[config.mk]
export PLATFORM = sky130hd
export DESIGN_NAME = bfd_avg
export DESIGN_NICKNAME = d
export VERILOG_FILES = /design/src/hw/rtl/bfd_pkg.sv /design/src/hw/rtl/bfd_avg.sv
export SDC_FILE = /design/constraint.sdc
export NUM_CORES = 1
export LEC_CHECK = 0
export BUFFER_PORTS_ARGS = -buffer_cell sky130_fd_sc_hd__buf_2
export CAP_MARGIN = 20
export CORE_ASPECT_RATIO = 0.5
export CORE_UTILIZATION = 55
export CTS_BUF_LIST = sky130_fd_sc_hd__clkbuf_16
export DETAILED_ROUTE_END_ITERATION = 7
export GPL_TIMING_DRIVEN = 0
export PLACE_DENSITY = 0.81
export SYNTH_ARGS = -nofsm -noshare
export SYNTH_HDL_FRONTEND = slang
export SYNTH_SLANG_ARGS = --single-unit
[constraint.sdc]
create_clock -name clock -period 3.1 [get_ports clock]
set_input_delay 0.155 -clock clock [delete_from_list [all_inputs] [get_ports clock]]
set_output_delay 0.155 -clock clock [all_outputs]
set_load 0.005 [all_outputs]
[src/hw/rtl/bfd_pkg.sv]
package bfd_pkg;

   localparam int FRAC_BITS     = 16;
   localparam int IN_SIZE_W     = 12;
   localparam int OUT_SIZE_W    = 11;
   localparam int STEP_W        = 28;
   localparam int SUM_W         = 16;
   localparam int CNT_W         = 9;
   localparam int EXT_W         = 5;
   localparam int MEM_AW        = 10;
   localparam int MAX_IN_WIDTH  = 2048;
   localparam int MAX_OUT_WIDTH = 1024;
   localparam int MAX_FACTOR    = 16;
   localparam int PADDR_W       = 5;
   localparam int LANES         = 3;

   typedef enum logic [2:0] {
      REG_IN_WIDTH   = 3'd0,
      REG_IN_HEIGHT  = 3'd1,
      REG_OUT_WIDTH  = 3'd2,
      REG_OUT_HEIGHT = 3'd3,
      REG_YUV_MODE   = 3'd4
   } reg_idx_type;

   typedef enum logic [3:0] {
      ST_IDLE = 4'b0001,
      ST_CALC = 4'b0010,
      ST_DIV  = 4'b0100,
      ST_EMIT = 4'b1000
   } state_type;

   typedef struct packed {
      logic                            start;
      logic [CNT_W-1:0]                count;
      logic [LANES-1:0][SUM_W-1:0]     sums;
   } avg_req_type;

endpackage

[src/hw/rtl/bfd_avg.sv]
// three-lane restoring divider: box sums over pixel count, one bit per cycle
module bfd_avg
   import bfd_pkg::*;
(
   input  logic                         clock,
   input  logic                         reset,
   input  avg_req_type                  avg_req,
   output logic                         done,
   output logic [LANES-1:0][SUM_W-1:0]  quo
);

   logic                            busy_ff, busy_in;
   logic [3:0]                      cnt_ff, cnt_in;
   logic [CNT_W-1:0]                div_ff, div_in;
   logic [LANES-1:0][SUM_W-1:0]     num_ff, num_in;
   logic [LANES-1:0][CNT_W-1:0]     rem_ff, rem_in;
   logic [LANES-1:0][CNT_W:0]       trial;
   logic [LANES-1:0]                ge;

   always_comb begin
      busy_in = busy_ff;
      cnt_in  = cnt_ff;
      div_in  = div_ff;
      num_in  = num_ff;
      rem_in  = rem_ff;
      for (int i = 0; i < LANES; i++) begin
         trial[i] = {rem_ff[i], num_ff[i][SUM_W-1]};
         ge[i]    = trial[i] >= {1'b0, div_ff};
      end
      if (avg_req.start) begin
         busy_in = 1'b1;
         cnt_in  = '0;
         div_in  = avg_req.count;
         num_in  = avg_req.sums;
         rem_in  = '0;
      end else if (busy_ff) begin
         for (int i = 0; i < LANES; i++) begin
            rem_in[i] = ge[i] ? CNT_W'(trial[i] - {1'b0, div_ff})
                              : trial[i][CNT_W-1:0];
            num_in[i] = {num_ff[i][SUM_W-2:0], ge[i]};
         end
         cnt_in = cnt_ff + 4'd1;
         if (cnt_ff == 4'(SUM_W - 1)) begin
            busy_in = 1'b0;
         end
      end
   end

   always_ff @(posedge clock) begin
      if (reset) begin
         busy_ff <= 1'b0;
         cnt_ff  <= '0;
      end else begin
         busy_ff <= busy_in;
         cnt_ff  <= cnt_in;
      end
      div_ff <= div_in;
      num_ff <= num_in;
      rem_ff <= rem_in;
   end

   assign done = busy_ff && (cnt_ff == 4'(SUM_W - 1));
   assign quo  = num_ff;

endmodule

---- Yosys cells after proc, flatten, opt, wreduce, memory -nomap -nowiden ----
Index checks and enable logic that the tools add are counted.
storage, ports and cells
  logic and storage cells ................. 28
  bits of input ports ..................... 60
  output and inout port bits .............. 49
  flip-flop bits (word level) ............. 89
cells by class
  equal/unequal tests ..................... 1
  reduce and logical (&&, ||, !) cells .... 3
  add/subtract/negate cells ............... 4
  multiplexer cells ....................... 8
  magnitude comparators ................... 3
operators with widths
  operator             number
  $mux 48              2
  $ge 10x9->1          3
  $mux 9               3
  $sub 9x9->9          3
  $add 4x1->4 const B  1
  $eq 4x4->1 const B   1
  $mux 1               3
  $reduce_bool 2->1    1
  $reduce_or 2->1      1
  $logic_and 1x1->1    1

---- Depth between registers and ports, before layout ----
Gate-level depths: netlist of run 1.
  depth in word-level cells ............... 4
  depth in mapped cells ................... 10
  depth with buffers taken out ............ 9

---- Worst setup path after synthesis of run 1 ----
OpenSTA, ideal clock, no wires.
  kind .................................... register -> register
  start point ............................. register num_ff, in the netlist quo[47]
  end point ............................... register rem_ff[20] (netlist name)
  setup time .............................. 0.126 ns
  period minus slack after synthesis ...... 2.503 ns
  path buffers ............................ 1
  data required time ...................... 2.974 ns
  data arrival time ....................... 2.377 ns
  cell stages (with the launch flop) ...... 11
  path slack .............................. 0.597 ns
  cells stage by stage .................... edfxtp_1 inv_1 ha_1 inv_1 fa_1 a21o_1 a221o_1 a211oi_4 buf_6 mux2i_1 o21ai_1
between the ends
  cells in the longest elaborated chain, start to end .. 2
  elaborated cells between the ends (all ways) .. 3
  those cells by class .................... add/sub (1); order compare (1); mux (1)
RTL lines
  element                                            RTL line                      text
  start, declared                                    bfd_avg.sv:15                 logic [LANES-1:0][SUM_W-1:0] num_ff, num_in;
  start signal, assigned                             bfd_avg.sv:58                 num_ff <= num_in;
  $sub 9x9->9 / $ge 10x9->1 (equally long branches)  bfd_avg.sv:38, bfd_avg.sv:28
  $mux 9 (*)                                         bfd_avg.sv:38                 rem_in[i] = ge[i] ? CNT_W'(trial[i] - {1'b0, div_ff})
  end signal, assigned                               bfd_avg.sv:59                 rem_ff <= rem_in;
  end, declared                                      bfd_avg.sv:16                 logic [LANES-1:0][CNT_W-1:0] rem_ff, rem_in;
Mark *: on every way between the ends. The rest lies on a longest branch, timed or not.
A chain may end at the register's enable or synchronous reset.

---- Final worst setup path of run 1 ----
Same ends and word-level chain as after synthesis.

==> results of run 1 <==
worst max-delay path, cell delays in order (launching register included):
cell      delay [ns]
edfxtp_1        0.41
inv_1           0.08
ha_1            0.15
inv_1           0.05
fa_1            0.41
a21o_1          0.23
a221o_1         0.42
a211oi_4        0.43
buf_6           0.21
mux2i_1         0.19
o21ai_1         0.07
Yosys cell counts, drive strengths merged, types with 7 or more instances:
| cell | instances |
|---|---|
| a211oi | 8 |
| a21oi | 15 |
| clkbuf | 13 |
| dfxtp | 32 |
| edfxtp | 57 |
| ha | 28 |
| inv | 22 |
| mux2 | 46 |
| mux2i | 17 |
| nand2 | 27 |
| nand2b | 9 |
| nand3 | 14 |
| nor2 | 15 |
| nor3 | 8 |
| o21ai | 17 |
| o311ai | 7 |
| xor2 | 13 |
worst min-delay path by stage:
stage,start,end,slack (ns),cells after the start
floorplan,reset,busy_ff,0.23,1
finish,reset,busy_ff,0.04,2
global placement,avg_req[52],div_ff[4],0.33,1
global route,reset,cnt_ff[0],0.04,2
detailed placement,avg_req[48],div_ff[0],0.33,1
CTS,reset,busy_ff,0.03,2
power breakdown:
| part | switching [mW] | total [mW] | internal (mW) |
|---|---|---|---|
| clock | 0.471 | 1.01 | 0.543 |
| combinational | 0.271 | 0.517 | 0.246 |
| sequential | 0.0482 | 1.42 | 1.37 |
| total | 0.790 | 2.95 | 2.16 |
layout by cell type (no fill, tap or decap), types with 5 or more instances in the layout:
master	n
dfxtp_1	32
nor3_1	8
and3_1	6
nor2_1	15
a21o_1	6
a211oi_1	5
mux2_2	46
o311ai_0	7
ha_1	28
a32oi_1	6
edfxtp_1	57
inv_1	22
xor2_1	13
mux2i_1	17
clkbuf_1	13
nand3_1	14
dlygate4sd3_1	9
nand2_1	27
a21oi_1	14
nand2b_1	9
xnor2_1	5
clkbuf_16	9
o21ai_0	15
buf_2	109
state kept, by name (all words and copies together) (netlist names):
signal   flops
rem_ff      27
quo         48
busy_ff      1
cnt_ff       4
div_ff       9
cells by family after synthesis:
group | Yosys count | synth area share [%]
adders and majority gates | 31 | 8.43
muxes | 63 | 14.1
xor gates and xnor gates | 18 | 3.24
AOI/OAI and AO/OA | 82 | 12.5
DFF | 89 | 48.3
buffers and inverters | 38 | 3.19
and+or+nand+nor | 98 | 10.2
through the flow:
stage	setup WS, ns	hold slack (ns)
6_report	0.314	0.0365
5_1_grt	0.108	0.0413
4_1_cts	0.301	0.0311
3_5_place_dp	0.334	0.333
3_3_place_gp	0.339	0.331
2_1_floorplan	0.597	0.227
layer usage:
metal  global-route usage, %  up-vias  share of wire (%)  routed length [um]
met5                       0        -                  0                   0
met4                    8.71        0                1.7                 186
met3                    8.26       19                6.7                 742
met2                    41.9      121                 46                5080
met1                    32.6     1756                 46                5060
li1                        -     1852                  -                   -
timing repair:
| item | CTS | global route |
|---|---|---|
| hold endpoints to repair | 9 | 0 |
| setup endpoints to repair | 0 | 3 |
| hold buffers | 9 | 0 |
| buffers inserted | 0 | 0 |
| resized for setup | 0 | 1 |
final cells by class:
cell class / instances / area (um2) / area share, %
Multi-Input combinational cell: 292 / 2370 / 39.9
Sequential cell: 89 / 2350 / 39.6
Timing Repair Buffer: 118 / 651 / 11.0
Clock buffer: 9 / 225 / 3.79
Tap cell: 112 / 140 / 2.36
Inverter: 22 / 82.6 / 1.39
Buffer: 16 / 72.6 / 1.22
Clock inverter: 7 / 46.3 / 0.780
==> flow_metrics.py, run 1 <==
metrics = {
    "synth": {
        "synthTopCellsByArea": "edfxtp_1, dfxtp_1, mux2_2",
        "syn_inst": 419,
        "syn-mean-instance-area_um2": 11.6,
        "yosysSeqAreaShare_pct": 48.3,
        "ys_warn_count": 0,
        "synthFlopType": "edfxtp_1",
        "syn_nets": 510,
        "synth_top_area_share_pct": 35.1,
        "synth_cell_type_count": 52,
        "async_reset_ff_share_pct": 0,
        "syn-cell-area_um2": 4870,
        "yosys.area.top_type": "edfxtp_1",
        "synth_seq_cells": 89,
        "synth_edf_count": 57,
    },
    "final_layout": {
        "syn_to_final_growth_pct": 21.9,
        "design_area_um2": 5940,
        "num_antenna_cells": 0,
        "final_cells": 665,
        "fill_cells": 582,
        "final_core_util_pct": 71.6,
        "drive_gt1_share_pct": 32.5,
        "final_nets": 639,
    },
    "worst_setup_path": {
        "critPathCaptureType": "register",
        "r2r-start": "quo[47]",
        "required_ns": 3.32,
        "critPathLaunchType": "register",
        "arrival_ns": 3.00,
        "critPathKind": "register to register",
        "rr_endpoint": "rem_ff[20]",
        "timing.critical_path.to": "rem_ff[20]",
        "startpoint": "quo[47]",
        "path_max_fanout": 10,
        "reg2reg_depth": 10,
        "regToRegSetupSlack_ns": 0.31,
    },
    "drt": {
        "route.vias.total": 3748,
        "drt-initial-drc-count": 240,
        "post_drt_wl_per_cell_um": 16.7,
        "vias_per_cell": 5.64,
        "drtAntennaViolNets": 0,
        "firstDrtPassIters": 5,
        "detail_route.wirelength_um": 11100,
        "drcViolationCount": 0,
    },
    "die": {
        "die-height_um": 68.5,
        "rows": 23,
        "core-area_um2": 8290,
        "io_pins": 109,
        "initial_core_util_pct": 58.8,
        "die_area_um2": 9260,
        "die_w_um": 135,
    },
    "timing": {
        "setup_viol": 0,
        "max-slew-margin-rel_pct": 54.0,
        "finalMaxSlewViolations": 0,
        "worst_slew_pin_slew_ns": 0.689,
        "min_period_ns": 2.79,
        "finalSetupTns_ns": 0,
        "rsz0062_at_grt": "false",
        "fin_skew_ns": 0.00886,
        "fmax_mhz": 359,
        "final.period_utilization_pct": 89.9,
        "report.final.hold_viol_count": 0,
    },
    "pwr": {
        "finalPower_mw": 2.95,
        "power_density_nw_per_um2": 497,
        "leakagePower_nw": 2.60,
        "peakVddDrop_mv": 0.409,
    },
    "status": {
        "status": "complete, no violations",
    },
    "grt": {
        "grt_overflow": 0,
        "first_global_vias": 3542,
        "grt_max_degree": 30,
        "grt_pass1_wl_um": 17500,
        "grt_use_total_pct": 25.6,
        "antenna_found_initial": 0,
    },
    "clock_tree": {
        "cts_htree_levels": 3,
        "cts_inserted_buffers": 9,
        "cts_tree": "built",
        "cts.sinks": 89,
        "cts_root_buffer": "clkbuf_16",
        "clk_pin_slew_ns": 0.07,
        "cts_buffer_depth": 2,
        "clk_latency_ns": 0.34,
    },
    "placed_design": {
        "gp_congestion": 0.832,
        "post-place-cells": 640,
        "io_buffer_count": 108,
        "place_area_um2": 5570,
        "hpwl_um": 7980,
    },
    "flow_run": {
        "max_cap_violations": 0,
    },
    "worst_hold_path": {
        "min_path_type": "input port to register",
    },
}
(Power assumes the default switching activity.)
==> inputs of run 2 (changes only) <==
- ABC_AREA: not set -> 1
- PLACE_DENSITY: 0.81 -> 0.8
==> run 2 against run 1 <==
Count of clock-buffer cells in the layout unchanged. Hold slack better by 0.027 ns. Via count up 32%. Sequential cell count unchanged. Die area up 9.5%. Largest cell class unchanged.
==> flow_metrics.py, run 2 <==
metrics = {
    "clock_tree": {
        "cts_tree": "built",
        "cts.sinks": 89,
        "cts_inserted_buffers": 9,
        "cts_buffer_depth": 2,
        "clk_latency_ns": 0.35,
        "post_cts.repair.setup_buffers": 0,
        "cts_root_buffer": "clkbuf_16",
        "cts_htree_levels": 3,
        "clk_pin_slew_ns": 0.07,
    },
    "worst_setup_path": {
        "reg2reg_depth": 9,
        "r2r-start": "quo[31]",
        "slowest_stage": "edfxtp_1",
        "path_buf_inv": 3,
        "critPathCaptureType": "register",
        "path_max_fanout": 10,
        "required_ns": 3.19,
        "rr_endpoint": "quo[16]",
        "critPathMaxStageDelay_ns": 0.47,
        "critPathKind": "register to register",
        "arrival_ns": 2.19,
        "cp.depth": 9,
        "regToRegSetupSlack_ns": 1.0,
        "critPathLaunchType": "register",
        "crit_family": "adder cells",
        "timing.critical_path.to": "quo[16]",
        "path_cells": "inv_1 > ha_1 > inv_1 > fa_1 > nand4_1 > nand2_1 > nand2_1 > buf_6 > a31oi_1",
        "startpoint": "quo[31]",
    },
    "synth": {
        "syn-cell-area_um2": 5340,
        "ys_warn_count": 0,
        "synth_top_area_share_pct": 32.0,
        "yosysMostFrequentCell": "nand2_1",
        "async_reset_ff_share_pct": 0,
        "yosysSeqAreaShare_pct": 44.0,
        "synthTopCellsByArea": "edfxtp_1, nand2_1, dfxtp_1",
        "syn_inst": 711,
        "yosys.area.top_type": "edfxtp_1",
        "synth_cell_type_count": 30,
        "synth_top_cells_by_count": "nand2_1, inv_1, nand3_1",
        "syn_nets": 802,
        "synth_edf_count": 57,
        "synthFlopType": "edfxtp_1",
        "synth_seq_cells": 89,
        "syn-mean-instance-area_um2": 7.51,
    },
    "drt": {
        "drt-initial-drc-count": 327,
        "drtAntennaViolNets": 0,
        "post_drt_wl_per_cell_um": 13.5,
        "detail_route.wirelength_um": 13100,
        "vias_per_cell": 5.05,
        "firstDrtPassIters": 5,
        "drcViolationCount": 0,
        "route.vias.total": 4929,
    },
    "die": {
        "core-area_um2": 9070,
        "rows": 24,
        "die_area_um2": 10100,
        "die-height_um": 71.7,
        "io_pins": 109,
        "initial_core_util_pct": 58.9,
        "die_w_um": 141,
    },
    "final_layout": {
        "final_core_util_pct": 71.2,
        "layout_commonest_cell": "nand2_1",
        "final_cells": 976,
        "largest_reg_flops": 48,
        "syn_to_final_growth_pct": 20.9,
        "final_nets": 932,
        "drive_gt1_share_pct": 19.9,
        "num_antenna_cells": 0,
        "layout_common_cells": "nand2_1, buf_2, inv_1",
    },
    "timing": {
        "final.period_utilization_pct": 67.9,
        "max-slew-margin-rel_pct": 68.8,
        "fmax_mhz": 475,
        "min_period_ns": 2.10,
        "setup_viol": 0,
        "report.final.hold_viol_count": 0,
        "finalSetupTns_ns": 0,
        "worst_slew_pin_slew_ns": 0.467,
        "rsz0062_at_grt": "false",
        "fin_skew_ns": 0.00777,
        "finalMaxSlewViolations": 0,
    },
    "placed_design": {
        "gp_congestion": 0.868,
        "io_buffer_count": 108,
        "hpwl_um": 9390,
        "post-place-cells": 950,
    },
    "grt": {
        "grt_overflow": 0,
        "grt_pass1_wl_um": 21900,
        "grt_use_total_pct": 28.0,
        "first_global_vias": 4676,
        "antenna_found_initial": 0,
        "grt_max_degree": 32,
    },
    "pwr": {
        "power_density_nw_per_um2": 473,
        "peakVddDrop_mv": 0.388,
        "leakagePower_nw": 3.51,
    },
    "worst_hold_path": {
        "min_path_type": "input port to register",
    },
    "status": {
        "status": "complete, no violations",
    },
    "flow_run": {
        "max_cap_violations": 0,
    },
}
-- run 2: power by group --
| part | leakage, nW | switching (mW) | total [mW] | internal [mW] |
|---|---|---|---|---|
| clock network | 0.143 | 0.524 | 1.09 | 0.566 |
| registers | 0.841 | 0.0517 | 1.42 | 1.37 |
| logic | 2.52 | 0.321 | 0.545 | 0.224 |
| total | 3.51 | 0.897 | 3.05 | 2.16 |
-- run 2: metrics by stage --
step                hold slack (ns)  power [mW]  area [um2]  setup WS [ns]
floorplan                     0.224        1.77        5340           1.07
global placement              0.327        1.95        6040          0.486
detailed placement            0.326        1.97        6060           1.03
CTS                          0.0558        3.07        6460           1.00
global route                 0.0610        3.19        6460          0.868
finish                       0.0636        3.05        6460          0.996
-- run 2: how the worst min path moves through the flow --
stage	slack, ns	cells past startpoint	from	to
2_1_floorplan	0.22	1	reset	busy_ff
3_5_place_dp	0.33	2	reset	busy_ff
5_1_grt	0.06	3	avg_req[5]	quo[5]
4_1_cts	0.06	3	avg_req[5]	quo[5]
3_3_place_gp	0.33	2	reset	busy_ff
6_report	0.06	3	avg_req[9]	quo[9]
-- run 2: repair_timing --
| action | CTS | global route |
|---|---|---|
| hold buffers | 10 | 0 |
| hold endpoints to repair | 10 | 0 |
| resized for setup | 0 | 0 |
| setup endpoints to repair | 0 | 0 |
-- run 2: tightest hold or removal path, stage by stage --
cell and delay [ns]:
buf_2 0.07, nand2_1 0.04, nand2_1 0.05
-- run 2: cells by family (layout without fill, tap and decap cells) --
| family | after synthesis | after routing | synth area share (%) |
|---|---|---|---|
| DFF | 89 | 89 | 44.0 |
| buffers and inverters | 111 | 246 | 8.95 |
| xor gates and xnor gates | 9 | 9 | 1.48 |
| adders and majority gates | 31 | 31 | 7.68 |
| AOI/OAI and AO/OA | 22 | 22 | 2.20 |
| and+or+nand+nor | 449 | 449 | 35.7 |
-- run 2: cell type report --
class                           instances  area, um2
Fill cell                             731       2610
Multi-Input combinational cell        511       2510
Sequential cell                        89       2350
Timing Repair Buffer                  119        661
Inverter                               88        332
Clock buffer                            9        225
Tap cell                              130        163
Buffer                                 23        146
Clock inverter                          7       68.8
-- run 2: routing by layer --
metal | vias to the layer above | share of wire, % | GRT usage [%] | wire, um
met3 | 23 | 8.2 | 9.22 | 1080
met5 | - | 0 | 0 | 0
li1 | 2506 | - | - | -
met4 | 0 | 2.1 | 8.70 | 282
met2 | 172 | 45 | 45.8 | 5930
met1 | 2228 | 45 | 35.6 | 5860
==> inputs of run 3 (changes only) <==
- ABC_AREA: 1 -> 0
- CORE_UTILIZATION: 55 -> 49
- PLACE_DENSITY: 0.8 -> 0.76
- clock period: 3.1 -> 1.85 ns (I/O delays scaled with it)
==> run 3 against run 2 <==
The run now ends with negative setup slack left. Sequential share of layout area is 0.61 points lower. Global-route usage decreased by 3.2 points. Final cell count down 26%. Sequential power rose by 68%. Register-to-register slack got worse by 1.7 ns. First-iteration DRC count decreased by 13%. Hold slack worse by 0.018 ns. Count of clock-buffer cells in the layout unchanged. Worst setup slack worse by 1.7 ns. Clock power grew 79%. Non-clock buffer count up 25. Total power is 77% higher. Critical endpoint is now rem_ff[24]. Largest cell class unchanged. Highest routed layer unchanged.
==> flow_metrics.py, run 3 (synthesis gave the netlist of run 1 again) <==
metrics = {
    "timing": {
        "fin_skew_ns": 0.00892,
        "max-slew-margin-rel_pct": 42.8,
        "finalMaxSlewViolations": 0,
        "rsz0062_at_grt": "true",
        "fmax_mhz": 388,
        "final.period_utilization_pct": 139,
        "finalWorstSetupSlack_ns": -0.730,
        "report.final.hold_viol_count": 0,
        "min_period_ns": 2.58,
        "hold_ws_ns": 0.0460,
        "setup_viol": 30,
        "worst_slew_pin_slew_ns": 0.859,
    },
    "drt": {
        "vias_per_cell": 5.53,
        "firstDrtPassIters": 5,
        "detail_route.wirelength_um": 12700,
        "route.vias.total": 3985,
        "drcViolationCount": 0,
        "drtAntennaViolNets": 0,
        "drt-initial-drc-count": 286,
        "post_drt_wl_per_cell_um": 17.6,
    },
    "final_layout": {
        "final_nets": 672,
        "num_antenna_cells": 0,
        "largest_reg_flops": 48,
        "syn_to_final_growth_pct": 34.9,
        "layout_common_cells": "buf_2, edfxtp_1, mux2_2",
        "drive_gt1_share_pct": 43.2,
        "final_cells": 721,
        "layout_commonest_cell": "buf_2",
    },
    "die": {
        "io_pins": 109,
        "core-area_um2": 9540,
        "die_area_um2": 10400,
        "die_w_um": 143,
        "initial_core_util_pct": 51.0,
        "rows": 25,
        "die-height_um": 72.5,
    },
    "placed_design": {
        "pre_cts_slack_ns": -0.775,
        "hpwl_um": 8090,
        "post-place-cells": 663,
        "io_buffer_count": 108,
        "gp_congestion": 0.835,
    },
    "worst_setup_path": {
        "required_ns": 2.06,
        "r2r-start": "div_ff[0]",
        "critPathCaptureType": "register",
        "critPathLaunchType": "register",
        "rr_endpoint": "rem_ff[24]",
        "regToRegSetupSlack_ns": -0.73,
        "arrival_ns": 2.79,
        "reg2reg_depth": 9,
        "path_max_fanout": 5,
        "critPathKind": "register to register",
    },
    "clock_tree": {
        "cts_inserted_buffers": 9,
        "cts_tree": "built",
        "clk_latency_ns": 0.34,
        "cts_htree_levels": 3,
        "cts_buffer_depth": 2,
        "clk_pin_slew_ns": 0.07,
        "cts_root_buffer": "clkbuf_16",
        "cts.sinks": 89,
    },
    "status": {
        "violations": "negative setup slack",
        "status": "complete, but fails checks",
    },
    "grt": {
        "grt_overflow": 0,
        "grt_use_total_pct": 24.8,
        "first_global_vias": 3972,
        "antenna_found_initial": 0,
        "grt_pass1_wl_um": 19400,
        "grt_max_degree": 32,
    },
    "pwr": {
        "power_density_nw_per_um2": 821,
        "leakagePower_nw": 2.86,
        "peakVddDrop_mv": 0.491,
    },
    "worst_hold_path": {
        "min_path_type": "input port to register",
        "min_delay_path_depth": 2,
        "min_from": "avg_req[39]",
        "min_to": "quo[39]",
    },
    "flow_run": {
        "max_cap_violations": 0,
    },
}
## run 3: changes by cell type in the layout (fill, tap and decap cells not counted), moves of 9 or more
cell,before,now
nand2_1,322,25
inv_1,84,17
nand3_1,71,7
mux2_2,0,46
buf_4,3,23
mux2i_1,0,14
xor2_1,2,13
buf_2,117,108
## run 3: worst max path at each step
stage,startpoint,endpoint,slack [ns]
after global routing,div_ff[0],rem_ff[23],-0.80
after detailed placement,quo[31],rem_ff[15],-0.78
after floorplan,quo[47],rem_ff[20],-0.52
after global placement,avg_req[57],quo[23],-0.80
after CTS,quo[31],rem_ff[15],-0.69
final,div_ff[0],rem_ff[24],-0.73
## run 3: critical path, cell delays in order (launching register included)
cell      delay (ns)
edfxtp_1        0.44
ha_2            0.23
inv_2           0.04
fa_2            0.34
a21o_1          0.19
a221o_1         0.35
a211oi_4        0.36
buf_6           0.21
mux2i_1         0.20
o21ai_1         0.07
## run 3: metal layers
layer | global-route usage (%) | up-vias | wire (um)
li1 | - | 1916 | -
met1 | 31.0 | 1891 | 5540
met2 | 42.5 | 157 | 6180
met3 | 6.60 | 21 | 794
met4 | 7.05 | 0 | 176
met5 | 0 | - | 0
## run 3: final cells by class
cell class	instances	area, um2
Fill cell	685	2970
Multi-Input combinational cell	292	2620
Sequential cell	89	2350
Timing Repair Buffer	151	938
Clock buffer	9	225
Tap cell	135	169
Buffer	16	92.6
Clock inverter	7	90.1
Inverter	22	86.3
## run 3: power by group
group / leakage [nW] / switching [mW] / internal (mW)
sequential: 0.832 / 0.0850 / 2.29
combinational: 1.87 / 0.548 / 0.519
clock: 0.157 / 0.859 / 1.09
## run 3: timing repair
action | CTS | global route
gates resized for setup | 18 | 43
endpoints found under the hold margin | 14 | 0
endpoints found under the setup margin | 38 | 40
hold buffers | 10 | 0
pin swaps | 16 | 16
cloned | 3 | 0
buffers inserted | 18 | 12
## run 3: stage by stage
step / utilization (%) / instance area, um2 / setup TNS, ns / power, mW
floorplan: - / 4920 / -11.11 / 2.96
global placement: 59.0 / 5630 / -62.06 / 3.25
detailed placement: 59.2 / 5650 / -24.84 / 3.28
CTS: 65.8 / 6280 / -16.18 / 5.30
global route: 68.9 / 6570 / -20.59 / 5.59
finish: 68.9 / 6570 / -18.04 / 5.39
