File: src/hw/rtl/bfd_pkg.sv
package bfd_pkg;

   localparam int FRAC_BITS     = 16;
   localparam int IN_SIZE_W     = 12;
   localparam int OUT_SIZE_W    = 11;
   localparam int STEP_W        = 28;
   localparam int SUM_W         = 16;
   localparam int CNT_W         = 9;
   localparam int EXT_W         = 5;
   localparam int MEM_AW        = 10;
   localparam int MAX_IN_WIDTH  = 2048;
   localparam int MAX_OUT_WIDTH = 1024;
   localparam int MAX_FACTOR    = 16;
   localparam int PADDR_W       = 5;
   localparam int LANES         = 3;

   typedef enum logic [2:0] {
      REG_IN_WIDTH   = 3'd0,
      REG_IN_HEIGHT  = 3'd1,
      REG_OUT_WIDTH  = 3'd2,
      REG_OUT_HEIGHT = 3'd3,
      REG_YUV_MODE   = 3'd4
   } reg_idx_type;

   typedef enum logic [3:0] {
      ST_IDLE = 4'b0001,
      ST_CALC = 4'b0010,
      ST_DIV  = 4'b0100,
      ST_EMIT = 4'b1000
   } state_type;

   typedef struct packed {
      logic                            start;
      logic [CNT_W-1:0]                count;
      logic [LANES-1:0][SUM_W-1:0]     sums;
   } avg_req_type;

endpackage

File: src/hw/rtl/bfd_step.sv
// two restoring dividers: (in << FRAC_BITS) / out for both axes
module bfd_step
   import bfd_pkg::*;
(
   input  logic                  clock,
   input  logic                  reset,
   input  logic                  start,
   input  logic [IN_SIZE_W-1:0]  in_width,
   input  logic [IN_SIZE_W-1:0]  in_height,
   input  logic [OUT_SIZE_W-1:0] out_width,
   input  logic [OUT_SIZE_W-1:0] out_height,
   output logic                  busy,
   output logic [STEP_W-1:0]     step_x,
   output logic [STEP_W-1:0]     step_y
);

   logic                                busy_ff, busy_in;
   logic [4:0]                          cnt_ff, cnt_in;
   logic [1:0][STEP_W-1:0]              num_ff, num_in;
   logic [1:0][OUT_SIZE_W-1:0]          rem_ff, rem_in;
   logic [1:0][OUT_SIZE_W-1:0]          div_ff, div_in;
   logic [1:0][OUT_SIZE_W:0]            trial;
   logic [1:0]                          ge;

   always_comb begin
      busy_in = busy_ff;
      cnt_in  = cnt_ff;
      num_in  = num_ff;
      rem_in  = rem_ff;
      div_in  = div_ff;
      for (int i = 0; i < 2; i++) begin
         trial[i] = {rem_ff[i], num_ff[i][STEP_W-1]};
         ge[i]    = trial[i] >= {1'b0, div_ff[i]};
      end
      if (start) begin
         busy_in   = 1'b1;
         cnt_in    = '0;
         num_in[0] = STEP_W'({in_width, {FRAC_BITS{1'b0}}});
         num_in[1] = STEP_W'({in_height, {FRAC_BITS{1'b0}}});
         rem_in    = '0;
         div_in[0] = out_width;
         div_in[1] = out_height;
      end else if (busy_ff) begin
         for (int i = 0; i < 2; i++) begin
            rem_in[i] = ge[i] ? OUT_SIZE_W'(trial[i] - {1'b0, div_ff[i]})
                              : trial[i][OUT_SIZE_W-1:0];
            num_in[i] = {num_ff[i][STEP_W-2:0], ge[i]};
         end
         cnt_in = cnt_ff + 5'd1;
         if (cnt_ff == 5'(STEP_W - 1)) begin
            busy_in = 1'b0;
         end
      end
   end

   always_ff @(posedge clock) begin
      if (reset) begin
         busy_ff <= 1'b0;
         cnt_ff  <= '0;
      end else begin
         busy_ff <= busy_in;
         cnt_ff  <= cnt_in;
      end
      num_ff <= num_in;
      rem_ff <= rem_in;
      div_ff <= div_in;
   end

   assign busy   = busy_ff;
   assign step_x = num_ff[0];
   assign step_y = num_ff[1];

endmodule

File: config.mk
export PLATFORM = sky130hd
export DESIGN_NAME = bfd_step
export DESIGN_NICKNAME = d
export VERILOG_FILES = /design/src/hw/rtl/bfd_pkg.sv /design/src/hw/rtl/bfd_step.sv
export SDC_FILE = /design/constraint.sdc
export NUM_CORES = 1
export LEC_CHECK = 0
export ABC_AREA = 0
export CAP_MARGIN = 10
export CORE_MARGIN = 1
export CORE_UTILIZATION = 45
export CTS_CLUSTER_SIZE = 28
export DETAILED_ROUTE_END_ITERATION = 7
export DONT_BUFFER_PORTS = 1
export SLEW_MARGIN = 15
export SYNTH_ARGS = -nofsm -noshare
export SYNTH_HDL_FRONTEND = slang
export SYNTH_SLANG_ARGS = --single-unit
File: constraint.sdc
create_clock -name clock -period 2.3 [get_ports clock]
set_input_delay 0.23 -clock clock [delete_from_list [all_inputs] [get_ports clock]]
set_output_delay 0.23 -clock clock [all_outputs]
set_load 0.05 [all_outputs]
## Yosys cells after proc, flatten, opt, wreduce, memory -nomap -nowiden

Index checks and enable logic that the tools add are counted.

- Add/sub/neg operators: 3
- Mux-type cells: 7
- Magnitude comparators: 2
- Eq/ne operators: 1
- Reductions and logical operators: 2

Operators with widths:

| cell | count |
|---|---|
| $mux 56 | 2 |
| $ge 12x11->1 | 2 |
| $mux 11 | 2 |
| $sub 11x11->11 | 2 |
| $add 5x1->5 const B | 1 |
| $eq 5x5->1 const B | 1 |
| $mux 1 | 3 |
| $reduce_bool 2->1 | 1 |
| $reduce_or 2->1 | 1 |

- Register bits after elaboration: 106
- Output and inout port bits: 57
- Bits of input ports: 49

## Longest topological paths before layout

Gate-level depths: netlist of the first run.

- Word-level depth: 4
- Depth in mapped cells: 10

## Worst setup path before layout of the first run

Ideal clock, no wire load.

- Kind: reg-to-reg
- From: register num_ff (netlist bit step_y[27])
- To: register rem_ff[15] (netlist name)
- Setup time: 0.091 ns
- Arrival: 2.628 ns
- Path slack: -0.419 ns
- Stages on the path, launching flop included: 10
- Data required time: 2.209 ns
- Buffers on the path: 0
- Period minus slack after synthesis: 2.719 ns
- Cells stage by stage: edfxtp_1 > inv_1 > ha_1 > fa_1 > nand2b_1 > a21oi_2 > o2111a_1 > o2111ai_2 > a211o_1 > a311oi_1

- Word-level cells in the longest chain between the ends: 2
- Elaborated cells between the ends (all ways): 3
- Classes of those cells: add/sub (1); order compare (1); mux (1)

Ends and longest elaborated chain:

| element | line | text |
|---|---|---|
| start: declaration | bfd_step.sv:19 | `logic [1:0][STEP_W-1:0] num_ff, num_in;` |
| start signal: assignment | bfd_step.sv:64 | `num_ff <= num_in;` |
| $sub 11x11->11 or $ge 12x11->1 (tied branches) | bfd_step.sv:45, bfd_step.sv:33 |  |
| $mux 11 * | bfd_step.sv:45 | `rem_in[i] = ge[i] ? OUT_SIZE_W'(trial[i] - {1'b0, div_ff[i]})` |
| end signal: assignment | bfd_step.sv:65 | `rem_ff <= rem_in;` |
| end: declaration | bfd_step.sv:20 | `logic [1:0][OUT_SIZE_W-1:0] rem_ff, rem_in;` |

Every way passes the cells marked *; elsewhere a longest branch is shown, timed or not.
A chain may end at the register's enable or synchronous reset.

## Final worst setup path of the first run

- From: register div_ff[11] (netlist name)
- To: register rem_ff[19] (netlist name)

- Word-level cells in the longest chain between the ends: 2
- Elaborated cells between the ends (all ways): 3
- Classes of those cells: add/sub (1); order compare (1); mux (1)

Ends and longest elaborated chain:

| element | line | text |
|---|---|---|
| start: declaration | bfd_step.sv:21 | `logic [1:0][OUT_SIZE_W-1:0] div_ff, div_in;` |
| start signal: assignment | bfd_step.sv:66 | `div_ff <= div_in;` |
| $sub 11x11->11 or $ge 12x11->1 (tied branches) | bfd_step.sv:45, bfd_step.sv:33 |  |
| $mux 11 * | bfd_step.sv:45 |  |

Marks and branches as above.

==> results.md, run 1 <==
- Logic gate share of total power: roughly 20%
- Die Y: approximately 110 um
- Root buffer cell: clkbuf_16
- GP Congestion: about 0.80
- Endpoint type of the worst setup path: flop
- First-pass GRT wire length: between 15 and 20 mm
- Global-route usage over all layers: 19.2%
- Slew Limit Fails: 0
- Async SR Flop Fraction: 0%
- Crit-path max FO: 4
- Placed Area: around 0.0056 mm^2
- Number of remaining DRC errors: 0
- Clock buffer depth: 2
- Htree depth: 3
- Startpoint types: flop
- Gr ovfl total: 0
- Post-route ant nets: 0
- DR vias: between 3000 and 4000
- Clock slew at reported path FFs: ~0.07 ns
- Number of synthesized flops with an enable pin: 46
- Leakage: between 2 and 2.5 nW
- Starting density of the core: a little under half
- Ys flop type: dfxtp_1
- DP HPWL: 7.59 mm
- ANT cells: 0
- Final hold violation count: 0
- Final min period: around 2.3 ns
- Synth-to-layout area growth: 20.9%
- Syn Area/Cell: just over 10 um^2
- Sink Count: roughly 110
- Sequential power share: 46.3%
- Final WL: 11.6 mm
- Pwr Density: slightly below 800 mW/mm^2
- Worst hold path type: primary input to flop
- Cell variety after synth: 59
- Clk network pwr share: 33.8%
- Outcome: completed
- Cells after Synth: 509
- Synth area leader: edfxtp_1
- RSZ-0062 raised after global routing: true
- Register area share after synthesis: slightly below 50%
- Die ar.: roughly 0.012 mm^2
- Sw Ratio: 28.8%
- Core ar.: roughly 0.011 mm^2
- Final Skew: between 0.002 and 0.003 ns
- YS warnings: 0
- Row count: 39
- Share of layout cells above drive strength 1: roughly 17%
- I/O Buffers: 0
- Req. time, crit path: ~2.6 ns
- Max-Cap Viols: 0
- Sw power: roughly 0.0014 W
- WS Path Type: flop to flop
- Final count of negative-setup-slack endpoints: 0
- FMAX: 437 MHz
- Mapped Nets: 583
- Worst vdd ir: 0.478 mV
- Final Cycle Share: 99.5%
- Largest net degree at the start of global routing: 76
- Leading post-synthesis cells by cell area: edfxtp_1 (26%), dfxtp_1 (23%), mux2i_1 (7.4%)
- Starting DRT DRC Count: about 150
- I/O pins: approximately 110
- Die W: roughly 110 um
- Vias in the first global route: 3633
- Share of the synthesized area in the top cell type: about a quarter
- Util after Layout: 55.8%
- Number of nets in the layout: between 600 and 700
- Flops & latches, synth: 106
- CTS tree: done
- Synthesized area: 0.00527 mm^2
- Internal power: ~0.0035 W
- Post-DR wirelength/cell: around 17 um
- CTS Buf Count: 9
- Worst-Skew Late Latency: between 0.3 and 0.4 ns
- Worst-Margin Slew: 0.592 ns
- Slew margin rel.: about 60%
- Antenna violations before repair: 0
- CP arrival: 2.54 ns
- Design area: between 0.006 and 0.007 mm^2
- Via density: 5.61
- Drt first pass iters: 4
layout make-up:
| class | count | area (um^2) |
|---|---|---|
| Fill cell | 1020 | 5050 |
| Inverter | 30 | 116 |
| Clock inverter | 3 | 20.0 |
| Clock buffer | 13 | 325 |
| Sequential cell | 106 | 2590 |
| Multi-Input combinational cell | 343 | 2590 |
| Timing Repair Buffer | 59 | 546 |
| Tap cell | 143 | 179 |
path summary, 6_finish.rpt:
path / startpoint / to / slack (ns) / cells past startpoint
setup reg to reg: div_ff[11] / rem_ff[19] / 0.01 / 9
setup / recovery: div_ff[11] / rem_ff[19] / 0.01 / 9
hold reg to reg: rem_ff[8] / rem_ff[8] / 0.51 / 2
hold / removal: start / rem_ff[12] / 0.06 / 1
flip-flops by register name, summed over array words and instances, names as in the netlist:
register  count
step_y       28
busy          1
cnt_ff        5
rem_ff       22
step_x       28
div_ff       22
cell usage in the layout, fill, tap and decap left out, drive strengths merged, types with 3 or more instances in the layout:
| cell | n |
|---|---|
| a21o | 3 |
| o21ai | 24 |
| dlygate4sd3 | 24 |
| nor3 | 6 |
| ha | 23 |
| a311oi | 11 |
| nand3 | 9 |
| a21oi | 13 |
| or3b | 3 |
| clkbuf | 13 |
| nor2b | 7 |
| nand4 | 6 |
| o2111ai | 3 |
| nand2b | 10 |
| a22o | 21 |
| o211ai | 5 |
| o21a | 5 |
| xnor2 | 7 |
| inv | 30 |
| buf | 35 |
| dfxtp | 60 |
| a211oi | 9 |
| nor2 | 70 |
| nand2 | 27 |
| xor2 | 5 |
| edfxtp | 46 |
| mux2i | 39 |
cell families after synthesis:
group                      count (synthesis)  synth area share, %
muxes                                     41                 7.84
and+or+nand+nor                          151                 13.5
DFF                                      106                 49.0
buffers and inverters                     60                 4.49
AOI/OAI and AO/OA                        114                 16.9
xor gates and xnor gates                  12                 2.00
adders and majority gates                 25                 6.22
power groups by stage:
stage	logic [W]	clock network (W)	registers, W
final	0.000992	0.00168	0.00231
after floorplan	0.000670	0	0.00234
after detailed placement	0.000850	0	0.00235
after global routing	0.00109	0.00181	0.00233
after CTS	0.000923	0.00174	0.00231
after global placement	0.000841	0	0.00235
stage by stage:
stage               power, W  hold WS (ns)  worst slack [ns]  cells  setup TNS (ns)
floorplan            0.00301         0.302            -0.335    509           -5.27
global placement     0.00319         0.297            0.0340    648               0
detailed placement   0.00320         0.296           -0.0485    648          -0.313
CTS                  0.00497        0.0307           -0.0278    690         -0.0674
global route         0.00523        0.0470            -0.101    697           -1.04
finish               0.00499        0.0577            0.0126    697               0
cell usage after synthesis (12+ instances only):
library cell	n
edfxtp_1	46
inv_1	30
a21oi_1	12
nor2_1	70
ha_1	23
a22o_1	21
mux2i_1	39
dfxtp_1	60
o21ai_0	21
nand2_1	27
clkbuf_1	22
timing repair:
| action | in CTS | in global routing |
|---|---|---|
| hold endpoints to repair | 98 | 0 |
| pin swaps | 5 | 11 |
| endpoints found under the setup margin | 13 | 21 |
| resized for setup | 2 | 20 |
| hold buffers | 25 | 0 |
| setup buffers | 1 | 7 |
metal layers:
layer	vias up	GRT usage, %	part of all wire (%)
met2	118	29.0	42
met3	16	5.41	8.0
met1	1841	25.5	48
met5	-	0	0
li1	1933	-	-
met4	0	9.02	2.0
worst max-delay path, stage by stage (launching register included):
cell and delay (ns):
edfxtp_1 0.37, ha_2 0.21, fa_2 0.34, nand2b_4 0.15, a21oi_2 0.16, o2111a_2 0.24
o2111a_1 0.24, buf_6 0.14, o21ai_2 0.06, a311oi_2 0.29
Power figures use the tool's default switching activity.
==> run 2, diff against run 1 <==
--- a/config.mk
+++ b/config.mk
@@ -7,11 +7,13 @@
 export LEC_CHECK = 0
 export ABC_AREA = 0
 export CAP_MARGIN = 10
+export CORE_ASPECT_RATIO = 0.7
 export CORE_MARGIN = 1
 export CORE_UTILIZATION = 45
 export CTS_CLUSTER_SIZE = 28
 export DETAILED_ROUTE_END_ITERATION = 7
 export DONT_BUFFER_PORTS = 1
+export PLACE_DENSITY = 0.57
 export SLEW_MARGIN = 15
 export SYNTH_ARGS = -nofsm -noshare
 export SYNTH_HDL_FRONTEND = slang
==> constraint.sdc (replaced) <==
create_clock -name clock -period 2.9 [get_ports clock]
set_input_delay 0.29 -clock clock [delete_from_list [all_inputs] [get_ports clock]]
set_output_delay 0.29 -clock clock [all_outputs]
set_load 0.05 [all_outputs]
==> run 2 against run 1 <==
Net effect:
- design area down 9.7%
- highest routed layer unchanged
- largest power group unchanged
- power down 26%
- hold slack worse by 0.048 ns
- critical endpoint is now rem_ff[14]
- clock skew up 0.0057 ns
- die area about the same
- critical path depth unchanged
- flip-flop and latch count unchanged
==> results.md, run 2 (synthesis results as in run 1) <==
- Die W: 131 um
- Placed Area: between 0.005 and 0.006 mm^2
- Clock buffer depth: 2
- Share of layout cells above drive strength 1: 8.28%
- Busiest grt layer: met2
- Sequential cell area: 0.00259 mm^2
- CP arrival: 2.88 ns
- Critical-path top delay cell: o2111a_1
- Crit-path max FO: 12
- Post-CTS Setup Bufs: 0
- RR Startpoint: step_y[27]
- Leakage: 2.23 nW
- CTS Buf Count: 9
- Max-Cap Viols: 0
- Core ar.: roughly 0.011 mm^2
- Outcome: completed
- Gr ovfl total: 0
- Worst hold path type: primary input to flop
- Startpoint types: flop
- Final Cycle Share: 90.7%
- I/O Buffers: 0
- Slew Limit Fails: 0
- Via density: roughly 5.6
- Starting DRT DRC Count: between 200 and 250
- Vias in the first global route: about 3300
- CTS tree: done
- Routing usage on met3: between 5 and 6%
- Worst vdd ir: 0.320 mV
- Worst-case reg-to-reg path depth: 9
- Slew margin rel.: approximately three fifths
- Top delay family on crit path: compound AO/OA/AOI/OAI gates
- Largest net degree at the start of global routing: 111
- Antenna violations before repair: 0
- WS Path Type: flop to flop
- Post-route ant nets: 0
- Req. time, crit path: between 3 and 4 ns
- FILL cells: ~1000
- I/O pins: approximately 110
- Final count of negative-setup-slack endpoints: 0
- Starting density of the core: 47.0%
- R2R setup slack: 0.27 ns
- WP depth: 9
- Drt first pass iters: 4
- Final hold violation count: 0
- Design area: 0.00575 mm^2
- Htree depth: 3
- First-pass GRT wire length: 17.2 mm
- DR vias: between 3000 and 4000
- Number of remaining DRC errors: 0
- Endpoint type of the worst setup path: flop
- TNS Setup: 0 ns
- GP Congestion: slightly below 0.9
- Setup crit end: rem_ff[14]
- Final Skew: roughly 0.0086 ns
- RSZ-0062 raised after global routing: false
- Pwr Density: approximately 640 mW/mm^2
- FMAX: 380 MHz
- Global-route usage over all layers: between 15 and 20%
- Worst-Margin Slew: 0.619 ns
- CP Cell Sequence: inv_1 > ha_1 > fa_1 > nand2b_1 > a21oi_2 > o2111a_1 > o2111a_1 > o21ai_0 > a311oi_1
- Placed cell count: approximately 640
- Worst path bufs/invs: 1
- Final WL: between 10 and 15 mm
- Worst-Skew Late Latency: approximately 0.35 ns
- Final min period: between 2 and 3 ns
- Footprint of the multi-input gates: ~0.0024 mm^2
- Commonest non-fill, non-tap cell in the layout: nor2_1
- Hold Crit Start: start
- Met2 Resource Use GR: roughly 26%
- Non-filler cells, final: between 600 and 700
- Reg-to-reg endpoint: rem_ff[14]
- Post-DR wirelength/cell: 16.1 um
- ANT cells: 0
- Worst Hold Slack: 0.00934 ns
- M1 GR Usage: between 20% and 30%
- DP HPWL: just over 7 mm
- CP most frequent cell: o2111a_1
- Root buffer cell: clkbuf_16
- Die Y: just over 90 um
- Crit. Startpoint: step_y[27]
- Sink Count: around 110
- Synth-to-layout area growth: 9.19%
- Number of nets in the layout: around 580
- Clock slew at reported path FFs: 0.08 ns
- Row count: 32
- CP max stage delay: approximately 0.44 ns
- Commonest cells after routing, fill and taps aside: nor2_1 (70), dfxtp_1 (59), edfxtp_1 (46)
- Die ar.: about 0.012 mm^2
-- run 2: layout make-up --
cell class                 instances  area share [%]
inverter                          30            1.96
clock inverter                     6            1.09
tap                              153            3.33
sequential                       106            45.0
timing repair buffer              12            1.70
multi-input combinational        343            42.6
clock buffer                      10            4.35
-- run 2: worst min path at each step --
stage | endpoint | cells after the start | slack [ns]
3_3_place_gp | busy | 1 | 0.36
6_report | step_y[3] | 1 | 0.009
5_1_grt | cnt_ff[0] | 1 | 0.002
2_1_floorplan | busy | 1 | 0.36
4_1_cts | cnt_ff[0] | 1 | 0.0008
3_5_place_dp | busy | 1 | 0.36
-- run 2: what timing repair did --
action | CTS | global route
hold endpoints to repair | 6 | 3
hold buffers | 2 | 1
endpoints found under the setup margin | 0 | 0
resized for setup | 0 | 0
-- run 2: report_power, final --
part	total (W)	internal [W]	switching, W
logic	0.000610	0.000261	0.000349
clock network	0.00125	0.000660	0.000593
registers	0.00183	0.00166	0.000176
total	0.00370	0.00258	0.00112
-- run 2: per-stage QoR --
stage	util, %	setup WS, ns	power, W
3_3_place_gp	48.2	0.387	0.00246
3_5_place_dp	48.2	0.305	0.00247
2_1_floorplan	-	0.181	0.00235
6_report	51.3	0.269	0.00370
4_1_cts	51.2	0.278	0.00373
5_1_grt	51.3	0.0392	0.00386
-- run 2: routing by layer --
| metal | vias up | part of all wire [%] |
|---|---|---|
| met3 | 4 | 5.1 |
| met4 | 0 | 0.58 |
| met1 | 1764 | 51 |
| met5 | - | 0 |
| li1 | 1845 | - |
| met2 | 81 | 43 |
==> run 3, diff against run 2 <==
--- a/config.mk
+++ b/config.mk
@@ -5,7 +5,7 @@
 export SDC_FILE = /design/constraint.sdc
 export NUM_CORES = 1
 export LEC_CHECK = 0
-export ABC_AREA = 0
+export ABC_AREA = 1
 export CAP_MARGIN = 10
 export CORE_ASPECT_RATIO = 0.7
 export CORE_MARGIN = 1
==> run 3 against run 2 <==
Net effect:
- sequential power is 3% lower
- sequential share of layout area is 0.64 points lower
- routed wire length is 11% higher
- highest routed layer unchanged
- largest power group unchanged
- combinational power is 50% lower
==> results.md, run 3 <==
- Clock slew at reported path FFs: 0.08 ns
- Final worst slack: 0.579 ns
- Non-filler cells, final: between 700 and 800
- R2R setup slack: 0.58 ns
- Starting density of the core: 47.4%
- DR vias: ~4000
- Mapped Nets: roughly 700
- Drt first pass iters: 6
- Share of layout cells above drive strength 1: around a tenth
- Number of remaining DRC errors: 0
- Post-DR wirelength/cell: around 15 um
- Root buffer cell: clkbuf_16
- FILL cells: about 1100
- Number of synthesized flops with an enable pin: between 40 and 50
- DP HPWL: roughly 8.4 mm
- Cells after Synth: ~630
- Row count: 32
- Commonest cells after routing, fill and taps aside: nand2_1 (149), inv_1 (112), dfxtp_1 (60)
- Final Cycle Share: 80.0%
- Starting DRT DRC Count: between 200 and 300
- Reg-to-reg endpoint: rem_ff[10]
- Ys flop type: dfxtp_1
- WS Path Type: flop to flop
- CTS tree: done
- Post-route ant nets: 0
- CTS Buf Count: 9
- Die W: between 100 and 150 um
- Outcome: completed
- Antenna violations before repair: 0
- Syn Area/Cell: approximately 8.6 um^2
- YS warnings: 0
- Setup WS pre-CTS: ~0.57 ns
- FMAX: approximately 430 MHz
- Worst-Margin Slew: 0.932 ns
- Flops & latches, synth: 106
- Sink Count: approximately 110
- Startpoint types: flop
- Hold Path End: div_ff[3]
- Final min period: between 2 and 2.5 ns
- Endpoint type of the worst setup path: flop
- Commonest non-fill, non-tap cell in the layout: nand2_1
- CP Cell Sequence: inv_1 > ha_1 > fa_1 > inv_1 > nand3_1 > nand3_1 > nand2_2 > nand4_2 > nand2_1 > nand2_1 > nand2_1 > nand2_1
- Async SR Flop Fraction: 0%
- Htree depth: 3
- Clock buffer depth: 2
- GP Congestion: roughly 0.83
- Cell variety after synth: 42
- Register area share after synthesis: between 40% and 50%
- Hold Crit Start: out_width[3]
- CP max stage delay: roughly 0.39 ns
- CP most frequent cell: nand2_1
- Leakage: about 2.6 nW
- I/O pins: about 110
- Leading post-synthesis cells by cell area: edfxtp_1 (26%), dfxtp_1 (22%), nand2_1 (10%)
- Top-count cell post-synth: nand2_1
- Pwr Density: 563 mW/mm^2
- Worst-case reg-to-reg path depth: 12
- TNS Setup: 0 ns
- Resized cells post-CTS: 0
- Vias in the first global route: around 4000
- Max-Cap Viols: 0
- Die ar.: roughly 0.012 mm^2
- Gr ovfl total: 0
- Via density: 5.13
- RSZ-0062 raised after global routing: false
- Placed Area: approximately 0.0055 mm^2
- Worst hold path type: primary input to flop
- Largest net degree at the start of global routing: between 50 and 60
- Worst Hold Path Cells: 0
- ANT cells: 0
- Worst-Skew Late Latency: 0.35 ns
- Critical-path top delay cell: edfxtp_1
- Die Y: 93.4 um
- Req. time, crit path: around 3.2 ns
- I/O Buffers: 0
- Number of nets in the layout: approximately 700
- Core ar.: about 0.011 mm^2
- First-pass GRT wire length: 19.8 mm
- Synth-to-layout area growth: 8.43%
- CP arrival: 2.57 ns
- Final hold violation count: 0
- Crit-path max FO: 12
- Worst vdd ir: ~0.33 mV
- Design area: around 0.0058 mm^2
- Global-route usage over all layers: between 20 and 25%
- Slew margin rel.: a little under two fifths
- Synth area leader: edfxtp_1
- Placed cell count: about 770
- RR Startpoint: step_x[27]
- Synthesized area: 0.00537 mm^2
- Final WL: 11.8 mm
- Final Skew: between 0.006 and 0.007 ns
- Slew Limit Fails: 0
- Share of the synthesized area in the top cell type: approximately 26%
- Post-synth top cells: nand2_1 (149), inv_1 (112), dfxtp_1 (60), edfxtp_1 (46), nand3_1 (37)
- Final count of negative-setup-slack endpoints: 0
- Worst path bufs/invs: 2
- Top delay family on crit path: simple AND/OR/NAND/NOR gates
[run 3: changes by cell type in the layout (fill, tap and decap cells not counted), moves of 11 or more]
cell	previous run	this run
nand3_2	0	11
nand3_1	9	37
o21ai_0	21	6
nand2_1	27	149
nor2_1	70	27
nand4_1	6	23
o22ai_1	0	30
inv_1	30	112
mux2i_1	39	0
[run 3: cells by family after synthesis]
kind of cell | Yosys count | synth area share, %
adder cells (fa/ha/maj) | 25 | 6.10
flip-flops | 106 | 48.1
AND/OR/NAND/NOR | 275 | 24.2
buffers and inverters | 138 | 10.3
XOR/XNOR | 6 | 0.978
AO/OA/AOI/OAI | 78 | 10.3
[run 3: what timing repair did]
item,CTS,global route
hold endpoints to repair,1,0
buffers inserted,0,0
hold buffers,1,0
[run 3: worst max path at each step]
stage,startpoint,to,slack [ns],cells past startpoint
after detailed placement,step_x[27],rem_ff[7],0.57,12
after CTS,step_x[27],rem_ff[10],0.58,12
after global placement,step_x[27],rem_ff[10],0.67,12
after floorplan,step_x[27],rem_ff[10],0.61,12
final,step_x[27],rem_ff[10],0.58,12
after global routing,step_x[27],rem_ff[10],0.31,12
[run 3: cell type report]
class                           instances  area (um^2)  share of cell area (%)
Multi-Input combinational cell        384         2250                    38.6
Tap cell                              153          191                    3.29
Clock inverter                          7         70.1                    1.20
Timing Repair Buffer                    8         62.6                    1.07
Inverter                              119          448                    7.69
Sequential cell                       106         2580                    44.3
Clock buffer                            9          225                    3.87
[run 3: report_power, final]
part,total (W),switching [W],leakage [nW],internal (W)
Clock,0.00121,0.000601,0.141,0.000606
Sequential,0.00177,0.000135,0.952,0.00163
Combinational,0.000307,0.000202,1.46,0.000105
Total,0.00328,0.000938,2.55,0.00234
[run 3: layer usage]
metal	vias up	share of wire (%)	wire length (um)	track usage, %
li1	2080	-	-	-
met1	1863	50	5870	26.6
met2	75	45	5260	33.1
met3	13	4.6	538	5.37
met4	0	1.3	148	6.61
met5	-	0	0	0
[run 3: per-stage QoR]
stage | util [%] | hold slack, ns | total power, W
global route | 51.4 | 0.0113 | 0.00342
detailed placement | 48.7 | 0.372 | 0.00210
floorplan | - | 0.368 | 0.00204
global placement | 48.7 | 0.371 | 0.00210
finish | 51.4 | 0.0254 | 0.00328
CTS | 51.4 | 0.0141 | 0.00332
